`src/rtl/frns_pkg.sv`:
```
package frns_pkg;

  localparam int MAX_PARTICLES_DEF = 1024;
  localparam int MAX_NEIGHBORS_DEF = 64;

  localparam int IDX_W       = 10;
  localparam int COORD_W     = 24;
  localparam int DIFF_W      = COORD_W + 1;
  localparam int SQ_W        = 2 * COORD_W;
  localparam int SUM_W       = SQ_W + 2;
  localparam int RAD_W       = 52;
  localparam int PCOUNT_W    = 11;
  localparam int KIND_W      = 2;
  localparam int NCOUNT_W    = 10;
  localparam int CFG_IDX_W   = 2;
  localparam int CFG_DATA_W  = 52;
  localparam int NUM_AXES    = 3;

  localparam logic [RAD_W-1:0]    RADIUS_RESET = 52'd16777216;
  localparam logic [PCOUNT_W-1:0] PCOUNT_RESET = 11'd1024;

  typedef enum logic {
    OP_LOAD  = 1'b0,
    OP_QUERY = 1'b1
  } op_t;

  typedef enum logic [CFG_IDX_W-1:0] {
    CFG_RADIUS_SQ      = 2'd0,
    CFG_PARTICLE_COUNT = 2'd1
  } cfg_idx_t;

  typedef enum logic [1:0] {
    ST_IDLE,
    ST_SCAN,
    ST_WAIT
  } seq_state_t;

  typedef struct packed {
    logic              valid;
    logic              is_ref;
    logic              fin;
    logic              bad;
    logic [KIND_W-1:0] kind;
  } tok_t;

  typedef struct packed {
    logic [IDX_W-1:0] query_idx;
    logic [RAD_W-1:0] radius_sq;
  } ctl_t;

endpackage

```
`src/rtl/frns_out_if.sv`:
```
interface frns_out_if;
  logic                          valid;
  logic                          ready;
  logic [frns_pkg::IDX_W-1:0]    neighbor_index;
  logic                          neighbor_kind;
  logic                          has_neighbor;
  logic                          last;
  logic                          overflow;
  logic [frns_pkg::NCOUNT_W-1:0] fluid_count;
  logic [frns_pkg::NCOUNT_W-1:0] wall_count;
  logic                          bad_index;

  modport source (output valid, neighbor_index, neighbor_kind, has_neighbor, last,
                  overflow, fluid_count, wall_count, bad_index, input ready);
  modport sink (input valid, neighbor_index, neighbor_kind, has_neighbor, last,
                overflow, fluid_count, wall_count, bad_index, output ready);
endinterface

```
`src/rtl/frns_tail.sv`:
```
module frns_tail #(
  parameter int MAX_PARTICLES = frns_pkg::MAX_PARTICLES_DEF,
  parameter int MAX_NEIGHBORS = frns_pkg::MAX_NEIGHBORS_DEF
) (
  input  logic                             clk,
  input  logic                             rst_n,
  input  frns_pkg::tok_t                   tag_i,
  input  logic [$clog2(MAX_PARTICLES)-1:0] idx_i,
  input  logic [frns_pkg::SUM_W-1:0]       sum_i,
  input  frns_pkg::ctl_t                   ctl_i,
  frns_out_if.source                       out_ch,
  output logic                             adv,
  output logic                             done
);

  localparam int ADDR_W = $clog2(MAX_PARTICLES);
  localparam int LST_W  = $clog2(MAX_NEIGHBORS + 1);
  localparam int IDX_W  = frns_pkg::IDX_W;
  localparam int RAD_W  = frns_pkg::RAD_W;

  typedef struct packed {
    logic [frns_pkg::IDX_W-1:0]    neighbor_index;
    logic                          neighbor_kind;
    logic                          has_neighbor;
    logic                          last;
    logic                          overflow;
    logic [frns_pkg::NCOUNT_W-1:0] fluid_count;
    logic [frns_pkg::NCOUNT_W-1:0] wall_count;
    logic                          bad_index;
  } res_t;

  res_t res_r, res_nxt;
  logic out_valid_r;

  logic                          pend_vld_r;
  logic [ADDR_W-1:0]             pend_idx_r;
  logic                          pend_kind_r;
  logic [LST_W-1:0]              listed_r;
  logic [frns_pkg::NCOUNT_W-1:0] fluid_r;
  logic [frns_pkg::NCOUNT_W-1:0] wall_r;
  logic                          ovf_r;
  logic                          fin_r;
  logic                          bad_r;

  logic hit, room, out_space, push_hit, take;

  assign hit = tag_i.valid && !tag_i.is_ref && !tag_i.bad && !tag_i.kind[1] &&
               (32'(idx_i) != 32'(ctl_i.query_idx)) &&
               (RAD_W'(sum_i) <= ctl_i.radius_sq);
  assign room      = listed_r < LST_W'(MAX_NEIGHBORS);
  assign out_space = !out_valid_r || out_ch.ready;
  assign push_hit  = hit && room && pend_vld_r;
  assign adv       = !(push_hit && !out_space);
  assign take      = tag_i.valid && adv;
  assign done      = fin_r && out_space;

  always_comb begin
    res_nxt = '0;
    if (fin_r) begin
      res_nxt.neighbor_index = pend_vld_r ? IDX_W'(pend_idx_r) : '0;
      res_nxt.neighbor_kind  = pend_vld_r && pend_kind_r;
      res_nxt.has_neighbor   = pend_vld_r;
      res_nxt.last           = 1'b1;
      res_nxt.overflow       = ovf_r;
      res_nxt.fluid_count    = fluid_r;
      res_nxt.wall_count     = wall_r;
      res_nxt.bad_index      = bad_r;
    end else begin
      res_nxt.neighbor_index = IDX_W'(pend_idx_r);
      res_nxt.neighbor_kind  = pend_kind_r;
      res_nxt.has_neighbor   = 1'b1;
    end
  end

  always_ff @(posedge clk) begin
    if (!rst_n) begin
      out_valid_r <= 1'b0;
      pend_vld_r  <= 1'b0;
      listed_r    <= '0;
      fluid_r     <= '0;
      wall_r      <= '0;
      ovf_r       <= 1'b0;
      fin_r       <= 1'b0;
      bad_r       <= 1'b0;
    end else begin
      if ((push_hit || fin_r) && out_space) begin
        out_valid_r <= 1'b1;
      end else if (out_ch.ready) begin
        out_valid_r <= 1'b0;
      end
      if (done) begin
        pend_vld_r <= 1'b0;
        listed_r   <= '0;
        fluid_r    <= '0;
        wall_r     <= '0;
        ovf_r      <= 1'b0;
        fin_r      <= 1'b0;
        bad_r      <= 1'b0;
      end else if (take) begin
        if (hit) begin
          if (tag_i.kind[0]) begin
            wall_r <= wall_r + frns_pkg::NCOUNT_W'(1);
          end else begin
            fluid_r <= fluid_r + frns_pkg::NCOUNT_W'(1);
          end
          if (room) begin
            pend_vld_r <= 1'b1;
            listed_r   <= listed_r + LST_W'(1);
          end else begin
            ovf_r <= 1'b1;
          end
        end
        if (tag_i.fin) begin
          fin_r <= 1'b1;
          bad_r <= tag_i.bad;
        end
      end
    end
  end

  always_ff @(posedge clk) begin
    if ((push_hit || fin_r) && out_space) begin
      res_r <= res_nxt;
    end
    if (take && hit && room) begin
      pend_idx_r  <= idx_i;
      pend_kind_r <= tag_i.kind[0];
    end
  end

  assign out_ch.valid          = out_valid_r;
  assign out_ch.neighbor_index = res_r.neighbor_index;
  assign out_ch.neighbor_kind  = res_r.neighbor_kind;
  assign out_ch.has_neighbor   = res_r.has_neighbor;
  assign out_ch.last           = res_r.last;
  assign out_ch.overflow       = res_r.overflow;
  assign out_ch.fluid_count    = res_r.fluid_count;
  assign out_ch.wall_count     = res_r.wall_count;
  assign out_ch.bad_index      = res_r.bad_index;

endmodule

```
`src/flat_wrapper.sv`:
```
// flat-port wrapper written by rule: the top's interface ports become plain ports
module frns_tail_flat 
#(
  parameter int MAX_PARTICLES = frns_pkg::MAX_PARTICLES_DEF,
  parameter int MAX_NEIGHBORS = frns_pkg::MAX_NEIGHBORS_DEF
)
  (clk, rst_n, tag_i, idx_i, sum_i, ctl_i, adv, done, out_ch_valid, out_ch_neighbor_index, out_ch_neighbor_kind, out_ch_has_neighbor, out_ch_last, out_ch_overflow, out_ch_fluid_count, out_ch_wall_count, out_ch_bad_index, out_ch_ready);
  frns_out_if out_ch_i ();
  input  logic clk;
  input  logic rst_n;
  input  frns_pkg::tok_t tag_i;
  input  logic [$clog2(MAX_PARTICLES)-1:0] idx_i;
  input  logic [frns_pkg::SUM_W-1:0] sum_i;
  input  frns_pkg::ctl_t ctl_i;
  output logic adv;
  output logic done;
  output wire logic [$bits(out_ch_i.valid)-1:0] out_ch_valid;
  output wire logic [$bits(out_ch_i.neighbor_index)-1:0] out_ch_neighbor_index;
  output wire logic [$bits(out_ch_i.neighbor_kind)-1:0] out_ch_neighbor_kind;
  output wire logic [$bits(out_ch_i.has_neighbor)-1:0] out_ch_has_neighbor;
  output wire logic [$bits(out_ch_i.last)-1:0] out_ch_last;
  output wire logic [$bits(out_ch_i.overflow)-1:0] out_ch_overflow;
  output wire logic [$bits(out_ch_i.fluid_count)-1:0] out_ch_fluid_count;
  output wire logic [$bits(out_ch_i.wall_count)-1:0] out_ch_wall_count;
  output wire logic [$bits(out_ch_i.bad_index)-1:0] out_ch_bad_index;
  input wire logic [$bits(out_ch_i.ready)-1:0] out_ch_ready;
  assign out_ch_valid = out_ch_i.valid;
  assign out_ch_neighbor_index = out_ch_i.neighbor_index;
  assign out_ch_neighbor_kind = out_ch_i.neighbor_kind;
  assign out_ch_has_neighbor = out_ch_i.has_neighbor;
  assign out_ch_last = out_ch_i.last;
  assign out_ch_overflow = out_ch_i.overflow;
  assign out_ch_fluid_count = out_ch_i.fluid_count;
  assign out_ch_wall_count = out_ch_i.wall_count;
  assign out_ch_bad_index = out_ch_i.bad_index;
  assign out_ch_i.ready = out_ch_ready;
  frns_tail #(.MAX_PARTICLES(MAX_PARTICLES), .MAX_NEIGHBORS(MAX_NEIGHBORS)) u_core (.clk(clk), .rst_n(rst_n), .tag_i(tag_i), .idx_i(idx_i), .sum_i(sum_i), .ctl_i(ctl_i), .out_ch(out_ch_i), .adv(adv), .done(done));
endmodule
```
`config.mk`:
```
export PLATFORM = sky130hd
export DESIGN_NAME = frns_tail_flat
export DESIGN_NICKNAME = d
export VERILOG_FILES = /design/src/rtl/frns_pkg.sv /design/src/rtl/frns_out_if.sv /design/src/rtl/frns_tail.sv /design/src/flat_wrapper.sv
export SDC_FILE = /design/constraint.sdc
export NUM_CORES = 1
export LEC_CHECK = 0
export BUFFER_PORTS_ARGS = -buffer_cell sky130_fd_sc_hd__buf_4
export CAP_MARGIN = 20
export CELL_PAD_IN_SITES_DETAIL_PLACEMENT = 0
export CELL_PAD_IN_SITES_GLOBAL_PLACEMENT = 2
export CORE_ASPECT_RATIO = 1.5
export CORE_MARGIN = 2
export CORE_UTILIZATION = 27
export CTS_BUF_LIST = sky130_fd_sc_hd__clkbuf_4 sky130_fd_sc_hd__clkbuf_8
export CTS_CLUSTER_SIZE = 10
export DETAILED_ROUTE_END_ITERATION = 8
export HOLD_SLACK_MARGIN = 0.08
export PLACE_DENSITY = 0.79
export SLEW_MARGIN = 20
export SYNTH_ARGS = -nofsm -noshare
export SYNTH_HDL_FRONTEND = slang
export SYNTH_SLANG_ARGS = --single-unit
```
`constraint.sdc`:
```
create_clock -name clk -period 3.71 [get_ports clk]
set_input_delay 0.371 -clock clk [delete_from_list [all_inputs] [get_ports clk]]
set_output_delay 0.371 -clock clk [all_outputs]
set_load 0.005 [all_outputs]
```
======== After elaboration in Yosys (flattened, before gate mapping) ========
Index checks and enable logic that the tools add are counted.
word-level totals
  bits in registers ....................... 78
  bits in latches ......................... 0
  RAM bits ................................ 0
  memory bits (read-only) ................. 0
  bits of input ports ..................... 131
  output and inout bits ................... 38
  word-level logic and storage cells ...... 61
  memories ................................ 0
operators by class
  $add $sub $neg .......................... 3
  multipliers ............................. 0
  div/mod/pow operators ................... 0
  magnitude comparators ................... 2
  eq/ne operators ......................... 1
  shift operators ......................... 0
  mux-type cells .......................... 5
  bitwise operators ....................... 3
  reductions and logical operators ........ 29
operator list
  operator               count
  $le 50x52->1           1
  $mux 23                1
  $add 10x1->10 const B  2
  $logic_and 1x1->1      14
  $mux 12                1
  $reduce_and 3->1       4
  $mux 10                1
  $ne 10x10->1           1
  $add 7x1->7 const B    1
  $lt 7x7->1 const B     1
  $logic_not 1->1        6
  $not 1->1              3
  $logic_or 1x1->1       2
  $mux 1                 2
  $reduce_and 2->1       1
  $reduce_bool 2->1      1
  $reduce_or 2->1        1

======== Logic depth before layout (Yosys ltp) ========
  word-level depth ........................ 13
  depth in mapped cells ................... 11
  mapped depth without buffers ............ 11

======== Worst setup path after synthesis ========
OpenSTA, ideal clock, no wires.
  kind .................................... input-to-reg
  start point ............................. input ctl_i[18] (netlist bit)
  end point ............................... register u_core.res_r (netlist bit u_core.out_ch.bad_index) (enable)
  library setup time ...................... 0.427 ns
  arrival time ............................ 3.611 ns
  slack ................................... -0.328 ns
  stages on the path ...................... 9
  path through ............................ inv_1 ha_1 nand4_1 or4_1 or3_1 o211ai_4 and2_1 a21oi_1 nor2_1
on the way
  longest elaborated chain between the ends .. 6
ends and longest elaborated chain
  item                            line                source
  start, declared                 flat_wrapper.sv:14  input frns_pkg::ctl_t ctl_i;
  $le 50x52->1                    frns_tail.sv:49     (RAD_W'(sum_i) <= ctl_i.radius_sq);
  $logic_and 1x1->1               frns_tail.sv:48     (32'(idx_i) != 32'(ctl_i.query_idx)) &&
  $logic_and 1x1->1 (2 in a row)  frns_tail.sv:52     assign push_hit = hit && room && pend_vld_r;
  $logic_or 1x1->1                frns_tail.sv:122    if ((push_hit || fin_r) && out_space) begin
  $logic_and 1x1->1               frns_tail.sv:122
  end signal, assigned            frns_tail.sv:123    res_r <= res_nxt;
  end, declared                   frns_tail.sv:32     res_t res_r, res_nxt;
Every way passes these cells.
A chain may end at the register's enable or synchronous reset.

======== Worst setup path in the final report ========
  start point ............................. input sum_i[49] (netlist bit)
  end point ............................... output adv
on the way
  longest elaborated chain between the ends .. 6
ends and longest elaborated chain
  item                            line                source
  start, declared                 flat_wrapper.sv:13  input logic [frns_pkg::SUM_W-1:0] sum_i;
  $le 50x52->1                    frns_tail.sv:49
  $logic_and 1x1->1               frns_tail.sv:48
  $logic_and 1x1->1 (2 in a row)  frns_tail.sv:52
  $logic_and 1x1->1               frns_tail.sv:53     assign adv = !(push_hit && !out_space);
  $logic_not 1->1                 frns_tail.sv:53
  end, declared                   flat_wrapper.sv:15  output logic adv;
Every way passes these cells.

==> metrics.cfg <==
[clock_network]
cts_root_buffer=clkbuf_8
cts_tree=done
cts_repair_resize_count=0
clk_pin_slew_ps=80
cts_buffers=9
htree_levels=3
cts.sinks=78
clk_latency_ps=350
clock_path_buffers=2
hold_buffers=0
post_cts.repair.setup_buffers=0

[grt]
antenna_found_initial=0
grt_max_degree=36
grt_pass1_vias=3935
grt_usage=0.1255
gr-total-overflow=0
grt_pass1_wl_um=17490

[synthesis]
yosysSeqAreaShare=0.4480
avgSynthCellArea_um2=9.854
ys_warn_count=0
synth-seq-cells=78
async_flop_share=0
synth_edf_count=46
synth.distinct_cells=45
synth_top_flop_cell=edfxtp_1
netlist_instances=458
synth_fp_nets=642
syn_area_um2=4513

[power]
p_leak_nw=2.793
total_power_w=0.002034
peakVddDrop_v=0.0002826
power.density_nw_per_um2=323.8

[timing]
setup_tns_ps=0
rsz0062_at_grt=no
post-route-period-util=0.8211
tightest_slew_ps=966.4
fmax_ghz=0.3283
finalHoldViolations=0
slew_headroom=0.3542
post-route-min-period_ps=3046
drv_slew=0
skew_ps=8.032
setup_viol=0

[detailed_routing]
ant_nets=0
vias=3789
first_pass_iters=7
post_drt_wl_per_cell_um=13.03
drt_iter0_drc=74
vias_per_cell=4.489
wirelength_um=11000
drc=0

[worst_setup_path]
critPathArrivalTime_ps=2680
r2r-start=u_core.fin_r
endpoint_kind=primary output
crit_slowest_cell=nor4_2
cp_cell_sequence=buf_4, ha_1, nand4bb_1, nor4_2, nand2_1, or3_1, o211ai_4, and2_1, nand2_1, buf_4
start_kind=input port
path_buf_inv=2
worstPathRequired_ps=3340
critPathKind=in2out
max_stage_delay_ps=500
crit_family=simple AND/OR/NAND/NOR gates
startpoint=sum_i[49]
crit_fanout=8

[cells_and_area]
drive_above_1_share=0.3103
final_core_util=0.3863
fin_nets=817
regArea_um2=2022
area_growth_pct=39.17
diodes=0
fillers=1663
multi_input_area_um2=2242
final_cells=844

[status]
outcome=finished, final reports clean

[floorplan]
die_h_um=162.3
start_util=0.2775
pin_count=169
rows=57
die-area_um2=17790
coreArea_um2=16260
chipWidth_um=109.6

[flow_run]
max_cap_violations=0

[placed_design]
numPlacedInstances=828
dpl.hpwl_um=9267
io_buffers=168
gp_routability_congestion=0.7937

[hold_path]
hold_class=in2reg
hp-start=idx_i[7]

registers in the layout, summed over array words and instances (netlist names), 7 cells and up:
| register | count |
|---|---|
| u_core.listed_r | 7 |
| u_core.out_ch.fluid_count | 10 |
| u_core.out_ch.wall_count | 10 |
| u_core.out_ch.neighbor_index | 10 |
| u_core.pend_idx_r | 10 |
| u_core.fluid_r | 10 |
| u_core.wall_r | 10 |
worst reg2reg max path, stage by stage, from the launching register on:
cell,delay [ps]
dfxtp_1,550
nand2_1,200
nand2_1,580
or4_1,710
nand2_1,70
metrics by stage:
stage	hold WS (ps)	instance area, um2	setup WS [ps]
finish	205.9	6281	663.7
global placement	439.7	6040	252.2
floorplan	428.5	4516	241.3
CTS	187.8	6281	546.2
detailed placement	446.6	6040	279.9
global route	184.2	6281	480.2
cell families after synthesis:
kind of cell,Yosys count,synth area share
AO/OA/AOI/OAI,71,0.09537
XOR/XNOR,22,0.04269
adder cells (fa/ha/maj),53,0.1469
buffers and inverters,65,0.05572
flip-flops,78,0.4480
multiplexers,2,0.004436
AND/OR/NAND/NOR,167,0.2068
final timing paths:
check | end | slack, ps | cells after the start
worst max-delay path | adv | 660 | 10
worst min-delay path | u_core.pend_idx_r[7] | 210 | 1
worst max register to register | u_core.wall_r[4] | 1550 | 4
worst min register to register | u_core.bad_r | 460 | 2
report_power, final:
part	switching, W	internal, W	total [W]
registers	0.0000114	0.000940	0.000952
logic	0.000143	0.000182	0.000324
clock network	0.000305	0.000453	0.000758
total	0.000459	0.00157	0.00203
per-layer routing:
metal	vias up	track usage	wire length [um]
met3	10	0.02641	571
met5	-	0	0
met1	1695	0.1264	4146
met2	117	0.2435	6116
met4	0	0.04833	160
li1	1967	-	-
synth_stat cells, types with 2 or more instances:
cell type,n,share of area
o31ai_1,5,0.0083
and2_1,39,0.054
inv_1,56,0.047
or3_1,6,0.0083
a221oi_1,3,0.0058
nand2b_1,4,0.0055
dfxtp_1,32,0.14
edfxtp_1,46,0.31
a21oi_1,36,0.040
nor3_1,5,0.0055
nor2b_1,2,0.0028
o211ai_1,3,0.0050
nand2_1,30,0.025
mux2i_1,2,0.0044
nand4_1,18,0.025
nor2_1,21,0.017
clkbuf_1,7,0.0058
or4_1,7,0.012
and3_1,3,0.0042
xor2_1,12,0.023
xnor2_1,10,0.019
nand3b_1,2,0.0033
o21ai_0,15,0.017
nand3_1,20,0.022
nor4_1,2,0.0028
ha_1,53,0.15
placed cells by master, fill, tap and decap left out, drive strengths merged, types with 4 or more instances in the layout:
cell	count
buf	172
inv	57
ha	53
edfxtp	46
and2	39
a21oi	36
dfxtp	32
nand2	31
nor2	21
nand3	20
nand4	19
o21ai	16
xor2	12
xnor2	10
clkbuf	10
or4	7
nor3	7
or3	6
o31ai	6
nand2b	4
o211ai	4
area by class of cell:
type                       count  share of cell area
multi-input combinational    315              0.3570
sequential                    78              0.3219
timing repair buffer         172              0.2076
tap                          206             0.04104
inverter                      57             0.03406
clock buffer                  10             0.02092
clock inverter                 6             0.01753
Power figures use the tool's default switching activity.
