[src/rtl/frns_pkg.sv]
package frns_pkg;

  localparam int MAX_PARTICLES_DEF = 1024;
  localparam int MAX_NEIGHBORS_DEF = 64;

  localparam int IDX_W       = 10;
  localparam int COORD_W     = 24;
  localparam int DIFF_W      = COORD_W + 1;
  localparam int SQ_W        = 2 * COORD_W;
  localparam int SUM_W       = SQ_W + 2;
  localparam int RAD_W       = 52;
  localparam int PCOUNT_W    = 11;
  localparam int KIND_W      = 2;
  localparam int NCOUNT_W    = 10;
  localparam int CFG_IDX_W   = 2;
  localparam int CFG_DATA_W  = 52;
  localparam int NUM_AXES    = 3;

  localparam logic [RAD_W-1:0]    RADIUS_RESET = 52'd16777216;
  localparam logic [PCOUNT_W-1:0] PCOUNT_RESET = 11'd1024;

  typedef enum logic {
    OP_LOAD  = 1'b0,
    OP_QUERY = 1'b1
  } op_t;

  typedef enum logic [CFG_IDX_W-1:0] {
    CFG_RADIUS_SQ      = 2'd0,
    CFG_PARTICLE_COUNT = 2'd1
  } cfg_idx_t;

  typedef enum logic [1:0] {
    ST_IDLE,
    ST_SCAN,
    ST_WAIT
  } seq_state_t;

  typedef struct packed {
    logic              valid;
    logic              is_ref;
    logic              fin;
    logic              bad;
    logic [KIND_W-1:0] kind;
  } tok_t;

  typedef struct packed {
    logic [IDX_W-1:0] query_idx;
    logic [RAD_W-1:0] radius_sq;
  } ctl_t;

endpackage

[src/rtl/frns_in_if.sv]
interface frns_in_if;
  logic                                valid;
  logic                                ready;
  logic                                operation;
  logic [frns_pkg::IDX_W-1:0]          particle_index;
  logic signed [frns_pkg::COORD_W-1:0] pos_x;
  logic signed [frns_pkg::COORD_W-1:0] pos_y;
  logic signed [frns_pkg::COORD_W-1:0] pos_z;
  logic [frns_pkg::KIND_W-1:0]         particle_kind;

  modport source (output valid, operation, particle_index, pos_x, pos_y, pos_z,
                  particle_kind, input ready);
  modport sink (input valid, operation, particle_index, pos_x, pos_y, pos_z,
                particle_kind, output ready);
endinterface

[src/rtl/frns_cfg_if.sv]
interface frns_cfg_if;
  logic                            valid;
  logic                            ready;
  logic [frns_pkg::CFG_IDX_W-1:0]  index;
  logic [frns_pkg::CFG_DATA_W-1:0] data;

  modport source (output valid, index, data, input ready);
  modport sink (input valid, index, data, output ready);
endinterface

[src/rtl/frns_seq.sv]
module frns_seq #(
  parameter int MAX_PARTICLES = frns_pkg::MAX_PARTICLES_DEF
) (
  input  logic                     clk,
  input  logic                     rst_n,
  frns_in_if.sink                  in_ch,
  frns_cfg_if.sink                 cfg_ch,
  input  logic                     adv,
  input  logic                     done,
  output logic                     wr_en,
  output logic [$clog2(MAX_PARTICLES)-1:0] wr_addr,
  output frns_pkg::tok_t           tag_o,
  output logic [$clog2(MAX_PARTICLES)-1:0] idx_o,
  output frns_pkg::ctl_t           ctl_o
);

  localparam int ADDR_W = $clog2(MAX_PARTICLES);
  localparam int CNT_W  = ADDR_W + 1;

  frns_pkg::seq_state_t state_r, state_nxt;

  logic [frns_pkg::RAD_W-1:0]    radius_r;
  logic [frns_pkg::PCOUNT_W-1:0] pcount_r;
  logic [frns_pkg::IDX_W-1:0]    q_r;
  logic [CNT_W-1:0]              count_r;
  logic [ADDR_W-1:0]             scan_r;
  frns_pkg::tok_t                tok_r, tok_nxt;
  logic [ADDR_W-1:0]             idx_r, idx_nxt;
  logic [frns_pkg::KIND_W-1:0]   kind_rd_r;
  logic [frns_pkg::KIND_W-1:0]   kind_mem [MAX_PARTICLES];

  logic             acc;
  logic             is_query;
  logic [CNT_W-1:0] count_w;
  logic             bad_w;
  logic             last_j;

  assign acc      = in_ch.valid && in_ch.ready;
  assign is_query = in_ch.operation == frns_pkg::OP_QUERY;
  assign count_w  = (32'(pcount_r) < 32'(MAX_PARTICLES)) ? CNT_W'(pcount_r)
                                                         : CNT_W'(MAX_PARTICLES);
  assign bad_w    = 32'(in_ch.particle_index) >= 32'(count_w);
  assign last_j   = (CNT_W'(scan_r) + CNT_W'(1)) == count_r;
  assign wr_addr  = ADDR_W'(in_ch.particle_index);
  assign cfg_ch.ready = 1'b1;

  always_comb begin
    state_nxt = state_r;
    unique case (state_r)
      frns_pkg::ST_IDLE: begin
        if (acc && is_query) begin
          state_nxt = bad_w ? frns_pkg::ST_WAIT : frns_pkg::ST_SCAN;
        end
      end
      frns_pkg::ST_SCAN: begin
        if (adv && last_j) begin
          state_nxt = frns_pkg::ST_WAIT;
        end
      end
      frns_pkg::ST_WAIT: begin
        if (done) begin
          state_nxt = frns_pkg::ST_IDLE;
        end
      end
      default: state_nxt = frns_pkg::ST_IDLE;
    endcase
  end

  always_comb begin
    in_ch.ready = 1'b0;
    wr_en       = 1'b0;
    tok_nxt     = '0;
    idx_nxt     = scan_r;
    unique case (state_r)
      frns_pkg::ST_IDLE: begin
        in_ch.ready = adv;
        wr_en       = acc && !is_query &&
                      (32'(in_ch.particle_index) < 32'(MAX_PARTICLES));
        idx_nxt     = ADDR_W'(in_ch.particle_index);
        if (acc && is_query) begin
          tok_nxt.valid  = 1'b1;
          tok_nxt.is_ref = !bad_w;
          tok_nxt.fin    = bad_w;
          tok_nxt.bad    = bad_w;
        end
      end
      frns_pkg::ST_SCAN: begin
        tok_nxt.valid = 1'b1;
        tok_nxt.fin   = last_j;
      end
      frns_pkg::ST_WAIT: begin
        tok_nxt = '0;
      end
      default: tok_nxt = '0;
    endcase
  end

  always_ff @(posedge clk) begin
    if (!rst_n) begin
      state_r  <= frns_pkg::ST_IDLE;
      radius_r <= frns_pkg::RADIUS_RESET;
      pcount_r <= frns_pkg::PCOUNT_RESET;
      tok_r    <= '0;
      scan_r   <= '0;
    end else begin
      state_r <= state_nxt;
      if (cfg_ch.valid && cfg_ch.ready) begin
        unique case (cfg_ch.index)
          frns_pkg::CFG_RADIUS_SQ:      radius_r <= cfg_ch.data[frns_pkg::RAD_W-1:0];
          frns_pkg::CFG_PARTICLE_COUNT: pcount_r <= cfg_ch.data[frns_pkg::PCOUNT_W-1:0];
          default: ;
        endcase
      end
      if (adv) begin
        tok_r <= tok_nxt;
      end
      if (acc && is_query) begin
        scan_r <= '0;
      end else if (state_r == frns_pkg::ST_SCAN && adv) begin
        scan_r <= scan_r + ADDR_W'(1);
      end
    end
  end

  always_ff @(posedge clk) begin
    if (acc && is_query) begin
      q_r     <= in_ch.particle_index;
      count_r <= count_w;
    end
    if (adv) begin
      idx_r     <= idx_nxt;
      kind_rd_r <= kind_mem[idx_nxt];
    end
    if (wr_en) begin
      kind_mem[wr_addr] <= in_ch.particle_kind;
    end
  end

  always_comb begin
    tag_o      = tok_r;
    tag_o.kind = kind_rd_r;
  end

  assign idx_o           = idx_r;
  assign ctl_o.query_idx = q_r;
  assign ctl_o.radius_sq = radius_r;

endmodule

[src/flat_wrapper.sv]
// flat-port wrapper written by rule: the top's interface ports become plain ports
module frns_seq_flat 
#(
  parameter int MAX_PARTICLES = frns_pkg::MAX_PARTICLES_DEF
)
  (clk, rst_n, adv, done, wr_en, wr_addr, tag_o, idx_o, ctl_o, in_ch_valid, in_ch_operation, in_ch_particle_index, in_ch_pos_x, in_ch_pos_y, in_ch_pos_z, in_ch_particle_kind, in_ch_ready, cfg_ch_valid, cfg_ch_index, cfg_ch_data, cfg_ch_ready);
  frns_in_if in_ch_i ();
  frns_cfg_if cfg_ch_i ();
  input  logic clk;
  input  logic rst_n;
  input  logic adv;
  input  logic done;
  output logic wr_en;
  output logic [$clog2(MAX_PARTICLES)-1:0] wr_addr;
  output frns_pkg::tok_t tag_o;
  output logic [$clog2(MAX_PARTICLES)-1:0] idx_o;
  output frns_pkg::ctl_t ctl_o;
  input wire logic [$bits(in_ch_i.valid)-1:0] in_ch_valid;
  input wire logic [$bits(in_ch_i.operation)-1:0] in_ch_operation;
  input wire logic [$bits(in_ch_i.particle_index)-1:0] in_ch_particle_index;
  input wire logic [$bits(in_ch_i.pos_x)-1:0] in_ch_pos_x;
  input wire logic [$bits(in_ch_i.pos_y)-1:0] in_ch_pos_y;
  input wire logic [$bits(in_ch_i.pos_z)-1:0] in_ch_pos_z;
  input wire logic [$bits(in_ch_i.particle_kind)-1:0] in_ch_particle_kind;
  output wire logic [$bits(in_ch_i.ready)-1:0] in_ch_ready;
  input wire logic [$bits(cfg_ch_i.valid)-1:0] cfg_ch_valid;
  input wire logic [$bits(cfg_ch_i.index)-1:0] cfg_ch_index;
  input wire logic [$bits(cfg_ch_i.data)-1:0] cfg_ch_data;
  output wire logic [$bits(cfg_ch_i.ready)-1:0] cfg_ch_ready;
  assign in_ch_i.valid = in_ch_valid;
  assign in_ch_i.operation = in_ch_operation;
  assign in_ch_i.particle_index = in_ch_particle_index;
  assign in_ch_i.pos_x = in_ch_pos_x;
  assign in_ch_i.pos_y = in_ch_pos_y;
  assign in_ch_i.pos_z = in_ch_pos_z;
  assign in_ch_i.particle_kind = in_ch_particle_kind;
  assign in_ch_ready = in_ch_i.ready;
  assign cfg_ch_i.valid = cfg_ch_valid;
  assign cfg_ch_i.index = cfg_ch_index;
  assign cfg_ch_i.data = cfg_ch_data;
  assign cfg_ch_ready = cfg_ch_i.ready;
  frns_seq #(.MAX_PARTICLES(MAX_PARTICLES)) u_core (.clk(clk), .rst_n(rst_n), .in_ch(in_ch_i), .cfg_ch(cfg_ch_i), .adv(adv), .done(done), .wr_en(wr_en), .wr_addr(wr_addr), .tag_o(tag_o), .idx_o(idx_o), .ctl_o(ctl_o));
endmodule
[config.mk]
export PLATFORM = sky130hd
export DESIGN_NAME = frns_seq_flat
export DESIGN_NICKNAME = d
export VERILOG_FILES = /design/src/rtl/frns_pkg.sv /design/src/rtl/frns_in_if.sv /design/src/rtl/frns_cfg_if.sv /design/src/rtl/frns_seq.sv /design/src/flat_wrapper.sv
export SDC_FILE = /design/constraint.sdc
export NUM_CORES = 2
export LEC_CHECK = 0
export ABC_AREA = 0
export ABC_CLOCK_PERIOD_IN_PS = 10500
export BUFFER_PORTS_ARGS = -buffer_cell sky130_fd_sc_hd__buf_2
export CORE_ASPECT_RATIO = 1.2
export CORE_MARGIN = 10
export CORE_UTILIZATION = 30
export DETAILED_ROUTE_END_ITERATION = 8
export GPL_TIMING_DRIVEN = 0
export SLEW_MARGIN = 5
export SYNTH_ARGS = -nofsm -noshare
export SYNTH_HDL_FRONTEND = slang
export SYNTH_SLANG_ARGS = --single-unit
export TNS_END_PERCENT = 1
[constraint.sdc]
create_clock -name clk -period 10.5 [get_ports clk]
set_clock_uncertainty 0.1 [all_clocks]
set_input_delay 2.1 -clock clk [delete_from_list [all_inputs] [get_ports clk]]
set_output_delay 2.1 -clock clk [all_outputs]
set_load 0.03 [all_outputs]
== Yosys cells after proc, flatten, opt, wreduce, memory -nomap -nowiden ==
Memory sizes are Yosys's and may differ from the RTL's. A register that Yosys moved wholly into a read port is not among the register bits.
Cells that the tools add are included.

* Input bits: 145
* Register bits: 110
* Bits in writable memories: 2048
* Memory bits (read-only): 0
* Latch bits: 0
* Memories kept: 1
* Logic and storage cells: 53
* Output and inout port bits: 91

* Shifts and indexed selects: 0
* Magnitude comparators: 2
* $add $sub $neg: 2
* Bitwise gates (word level): 1
* Mux-type cells: 16
* Equality and inequality tests: 7
* Multipliers: 0
* Divide/modulo/power cells: 0
* Reduce and logical (&&, ||, !) cells: 13

{| class="wikitable"
|+ Memory list
! name !! words !! bits a word !! read ports !! clocked after Yosys merged registers in !! write ports !! RTL line !! source
|-
| u_core.kind_mem || 1024 || 2 || 1 || 1 || 1 || frns_seq.sv:30 || <nowiki>logic [frns_pkg::KIND_W-1:0] kind_mem [MAX_PARTICLES];</nowiki>
|}

{| class="wikitable"
|+ Operator list
! operator !! count
|-
| $add A10 B1 Y11 const B || 1
|-
| $eq A11 B11 Y1 || 1
|-
| $ge A10 B11 Y1 || 1
|-
| $lt A11 B11 Y1 const B || 1
|-
| $mux W11 || 1
|-
| $add A10 B1 Y10 const B || 1
|-
| $mux W10 || 1
|-
| $mux W2 || 4
|-
| $mux W1 || 6
|-
| $pmux W2 S3 || 1
|-
| $logic_and A1 B1 Y1 || 5
|-
| $eq A2 B1 Y1 const B || 2
|-
| $logic_not A2 Y1 || 2
|-
| $mux W4 || 1
|-
| $ne A2 B1 Y1 const B || 2
|-
| $pmux W1 S2 || 2
|-
| $reduce_and A2 Y1 || 2
|-
| $reduce_and A3 Y1 || 1
|-
| $eq A2 B2 Y1 const B || 1
|-
| $logic_not A1 Y1 || 2
|-
| $ne A2 B2 Y1 const B || 1
|-
| $reduce_or A2 Y1 || 1
|-
| $not A1 Y1 || 1
|}

== Logic depth before layout (Yosys ltp) ==
* Depth in word-level cells: 7
* Gate-level depth with buffers: 17
* Mapped depth without buffers: 12

== Worst setup path after synthesis ==
No wires, ideal clock.

* Kind: in2out
* Start: input adv
* End: output wr_en
* Cell stages on the path: 4
* Path buffers: 0
* Path slack: 5.018 ns
* Arrival: 3.282 ns
* Required time: 8.300 ns
* Cell sequence: inv_1 > nor2_1 > nand2_1 > nor2_1

* Longest elaborated chain between the ends: 4

{| class="wikitable"
|+ Ends and longest elaborated chain
! item !! RTL line !! source
|-
| start: declaration || flat_wrapper.sv:11 || <nowiki>input logic adv;</nowiki>
|-
| $mux W1 || frns_seq.sv:74 || <nowiki>unique case (state_r)</nowiki>
|-
| named net in_ch_ready || flat_wrapper.sv:25 || <nowiki>output wire logic [$bits(in_ch_i.ready)-1:0] in_ch_ready;</nowiki>
|-
| $logic_and A1 B1 Y1 || frns_seq.sv:38 || <nowiki>assign acc = in_ch.valid && in_ch.ready;</nowiki>
|-
| $logic_and A1 B1 Y1 || frns_seq.sv:77 || <nowiki>wr_en = acc && !is_query &&</nowiki>
|-
| $mux W1 || frns_seq.sv:74 ||
|-
| end: declaration || flat_wrapper.sv:13 || <nowiki>output logic wr_en;</nowiki>
|}

The timed path passes the listed nets, and every way through them passes these cells.

== Final worst setup path ==
* Start: input in_ch_particle_index[2]
* End: register u_core.kind_rd_r[0] in the netlist's numbering (read register of u_core.kind_mem), data pin

* Longest elaborated chain between the ends: 1

{| class="wikitable"
|+ Ends and longest elaborated chain
! item !! RTL line !! source
|-
| start: declaration || flat_wrapper.sv:20 || <nowiki>input wire logic [$bits(in_ch_i.particle_index)-1:0] in_ch_particle_index;</nowiki>
|-
| $mux W10 || frns_seq.sv:74 ||
|-
| end: declaration || frns_seq.sv:29 || <nowiki>logic [frns_pkg::KIND_W-1:0] kind_rd_r;</nowiki>
|}

No other way between the ends.
A chain may end at the register's enable or synchronous reset.

==> reports/metrics.cfg <==
[setup_path]
reg2regPathDepth=12
cp_common_cell=buf_2
crit_chain=buf_2, buf_2, or3b_1, a211oi_1, buf_2, buf_1, clkbuf_1, nand3_1, nand4_1, nand4_1, o21ai_0, nor4_1, or4_1
r2r_start=u_core.state_r[1]$_SDFFE_PN0P_
cp_max_fo=10
worst_path_max_delay_cell=buf_1
critPathKind=input pin to flip-flop
critPathCaptureType=flip-flop
rrSetupSlack_ns=2.88
worstPathRequired_ns=11.00
critPathMaxStageDelay_ns=1.04
crit_path_start_kind=input pin
worst_ep_arrival_time_ns=9.33
reg2reg_to=u_core.kind_rd_r[0]$_DFFE_PP_

[clocking]
cts-root-buf=clkbuf_16
insertion_delay_ns=0.89
cts_tree=built
postCtsHoldBufs=0
numCtsBuffers=214
clock-sinks=2160
cts.repair.resized=0
path_clk_slew_ns=0.06
postCtsSetupBuffers=0
cts.htree.levels=4
max-clock-path-buffers=3

[detailed_routing]
ant_nets=0
vias=66630
viasPerCell=5.999
dr.pass1.iters=8
routedWlPerCell_um=37.67
drc=0
initialDrtViolationCount=14150
drt-total-wl_um=418400

[die]
row_count=217
die_w_um=514.7
start_util_pct=30.19
core-area_mm2=0.2919
dieArea_mm2=0.3159
die_h_um=613.7
pin_count=236

[power_and_ir_drop]
combPwrFrac_pct=10.0
pwr-share-clk_pct=40.5
switching_share_pct=26.38
leakage_nw=32.31
p_sw_w=0.005034
ir_worst_vdd_mv=0.1872
pwr_density_cell_mw_per_mm2=188.2
seqPwrFrac_pct=49.6
intPower_w=0.01405

[yosys]
synthTopCellsByCount=2,081 x edfxtp_1, 1,186 x nand2_1, 1,107 x nor2_1, 317 x clkbuf_1, 315 x nand3_1
synth_top_cell_area_share_pct=70.92
synth_edf_count=2081
synth_area_leaders=edfxtp_1 71%, nand2_1 5.1%, nor2_1 4.7%
synthArstFlopShare_pct=0
synth-seq-cells=2160
synth_cell_type_count=74
syn_nets=6814
yosysMostFrequentCell=edfxtp_1
syn-instance-count=6658
synth_top_area_cell=edfxtp_1
synth_area_mm2=0.08812
yosysWarnings=0
synth_ff_type=edfxtp_1
yosysSeqAreaShare_pct=72.71
avgSynthCellArea_um2=13.23

[worst_hold_path]
whs_path_depth=2
hp-class=flip-flop to flip-flop
hold_end=u_core.radius_r[49]$_SDFFE_PN0P_
min-delay-start=u_core.radius_r[49]$_SDFFE_PN0P_

[grt]
grt_pass1_wl_um=544500
grtUsageTotal_pct=25.32
overflow=0
grt_pass1_vias=62450
grt_max_degree=159
antenna_found_initial=38

[timing]
fin_crit_sh_pct=84.17
report.final.slew_viol_count=163
min_period_ns=8.838
rsz0062_at_grt=false
fmax_mhz=113.1
worst_slew_pin_slew_ns=1.578
setup_viol=0
fin_ws_ns=1.662
tns_ns=0
relSlewSlack_pct=-5.172
hold_viol_final=0

[placed_design]
dp_hpwl_um=284600
gp_congestion=1.031
place_worst_setup_slack_ns=1.374
port_buffers=161

[layout]
fin_nets=7221
area_growth_syn_to_layout_pct=15.08
drive_gt1_share_pct=11.71

[flow_run]
maxCapViolCount=19

[run_status]
status=complete, but fails checks
violations=max-capacitance violations, max-slew violations

-- cell type report --
class / count / area (um2)
timing repair buffer: 191 / 1433
sequential: 2160 / 64070
antenna: 33 / 82.58
tap: 3832 / 4795
fill: 28280 / 190500
clock inverter: 123 / 1147
clock buffer: 269 / 5654
buffer: 525 / 2381
inverter: 24 / 90.09
multi-input combinational: 3949 / 21750
-- sequential cells by signal (all words and copies together), names as in the netlist --
| register | flops |
|---|---|
| u_core.state_r | 2 |
| u_core.tag_o | 4 |
| u_core.kind_mem | 2048 |
| u_core.radius_r | 52 |
| u_core.count_r | 11 |
| u_core.kind_rd_r | 2 |
| u_core.idx_o | 10 |
| u_core.pcount_r | 11 |
| u_core.scan_r | 10 |
| u_core.q_r | 10 |
-- how the worst max path moves through the flow --
| stage | start | slack (ns) | endpoint |
|---|---|---|---|
| 2_1_floorplan | adv | 5.02 | wr_en |
| 3_3_place_gp | in_ch_particle_kind[0] | -6.93 | u_core.kind_mem[852][0]$_DFFE_PP_ |
| 3_5_place_dp | in_ch_particle_index[2] | 1.37 | u_core.kind_rd_r[0]$_DFFE_PP_ |
| 4_1_cts | in_ch_particle_index[2] | 2.32 | u_core.kind_rd_r[0]$_DFFE_PP_ |
| 5_1_grt | in_ch_particle_index[2] | 2.17 | u_core.kind_rd_r[0]$_DFFE_PP_ |
| 6_report | in_ch_particle_index[2] | 1.66 | u_core.kind_rd_r[0]$_DFFE_PP_ |
-- per-layer routing --
layer	vias up	global-route usage (%)	part of all wire, %
met3	1628	9.294	15
li1	25280	-	-
met2	6573	37.15	42
met1	33120	29.42	32
met5	-	0.01505	0.038
met4	22	21.24	10
-- power by group through the flow --
stage                     sequential (W)  combinational (W)  clock, W
after floorplan                  0.00967           0.000640         0
after global placement           0.00978            0.00172         0
after detailed placement         0.00964            0.00176         0
after CTS                        0.00946            0.00176   0.00763
after global routing             0.00946            0.00183   0.00795
final                            0.00946            0.00190   0.00772
-- worst max-delay path: cells and delay by family --
kind / cells / cell delay [ns]
AO/OA/AOI/OAI: 2 / 2.07
AND/OR/NAND/NOR: 6 / 1.96
buffers and inverters: 5 / 3.14
-- logic make-up (layout without fill, tap and decap cells) --
logic type	Yosys count	in the layout	synth area share (%)
and+or+nand+nor	2798	2798	12.95
DFF	2160	2160	72.71
AOI/OAI and AO/OA	712	712	5.123
buffers and inverters	549	1132	2.721
muxes	402	402	6.089
xor gates and xnor gates	25	25	0.2485
adders and majority gates	11	11	0.1562
other	1	34	0.004256
-- metrics by stage --
stage | instance area, um2 | utilization, % | total power, W | hold WS [ns] | std cells
finish | 101400 | 34.74 | 0.01908 | 0.3527 | 11110
floorplan | 88120 | - | 0.01031 | 0.3429 | 6658
global route | 101300 | 34.72 | 0.01924 | 0.3738 | 11080
global placement | 93720 | 32.11 | 0.01150 | 0.3397 | 10650
detailed placement | 94480 | 32.37 | 0.01140 | 0.3452 | 10680
CTS | 101300 | 34.70 | 0.01885 | 0.3535 | 11070
-- placed cells by master (no fill, tap or decap), types with 44 or more instances in the layout --
master | Yosys | layout
clkinv_1 | 1 | 44
mux2i_1 | 293 | 292
o21ai_0 | 82 | 79
nand4_1 | 74 | 74
nand2_1 | 1186 | 1186
mux4_2 | 107 | 107
nor2_1 | 1107 | 1105
a21oi_1 | 179 | 178
a31oi_1 | 127 | 125
clkbuf_1 | 317 | 327
a32oi_1 | 52 | 52
o22ai_1 | 137 | 137
dfxtp_1 | 79 | 79
clkbuf_16 | 0 | 216
nand3_1 | 315 | 315
buf_2 | 112 | 291
edfxtp_1 | 2081 | 2081
Power figures use the tool's default switching activity.
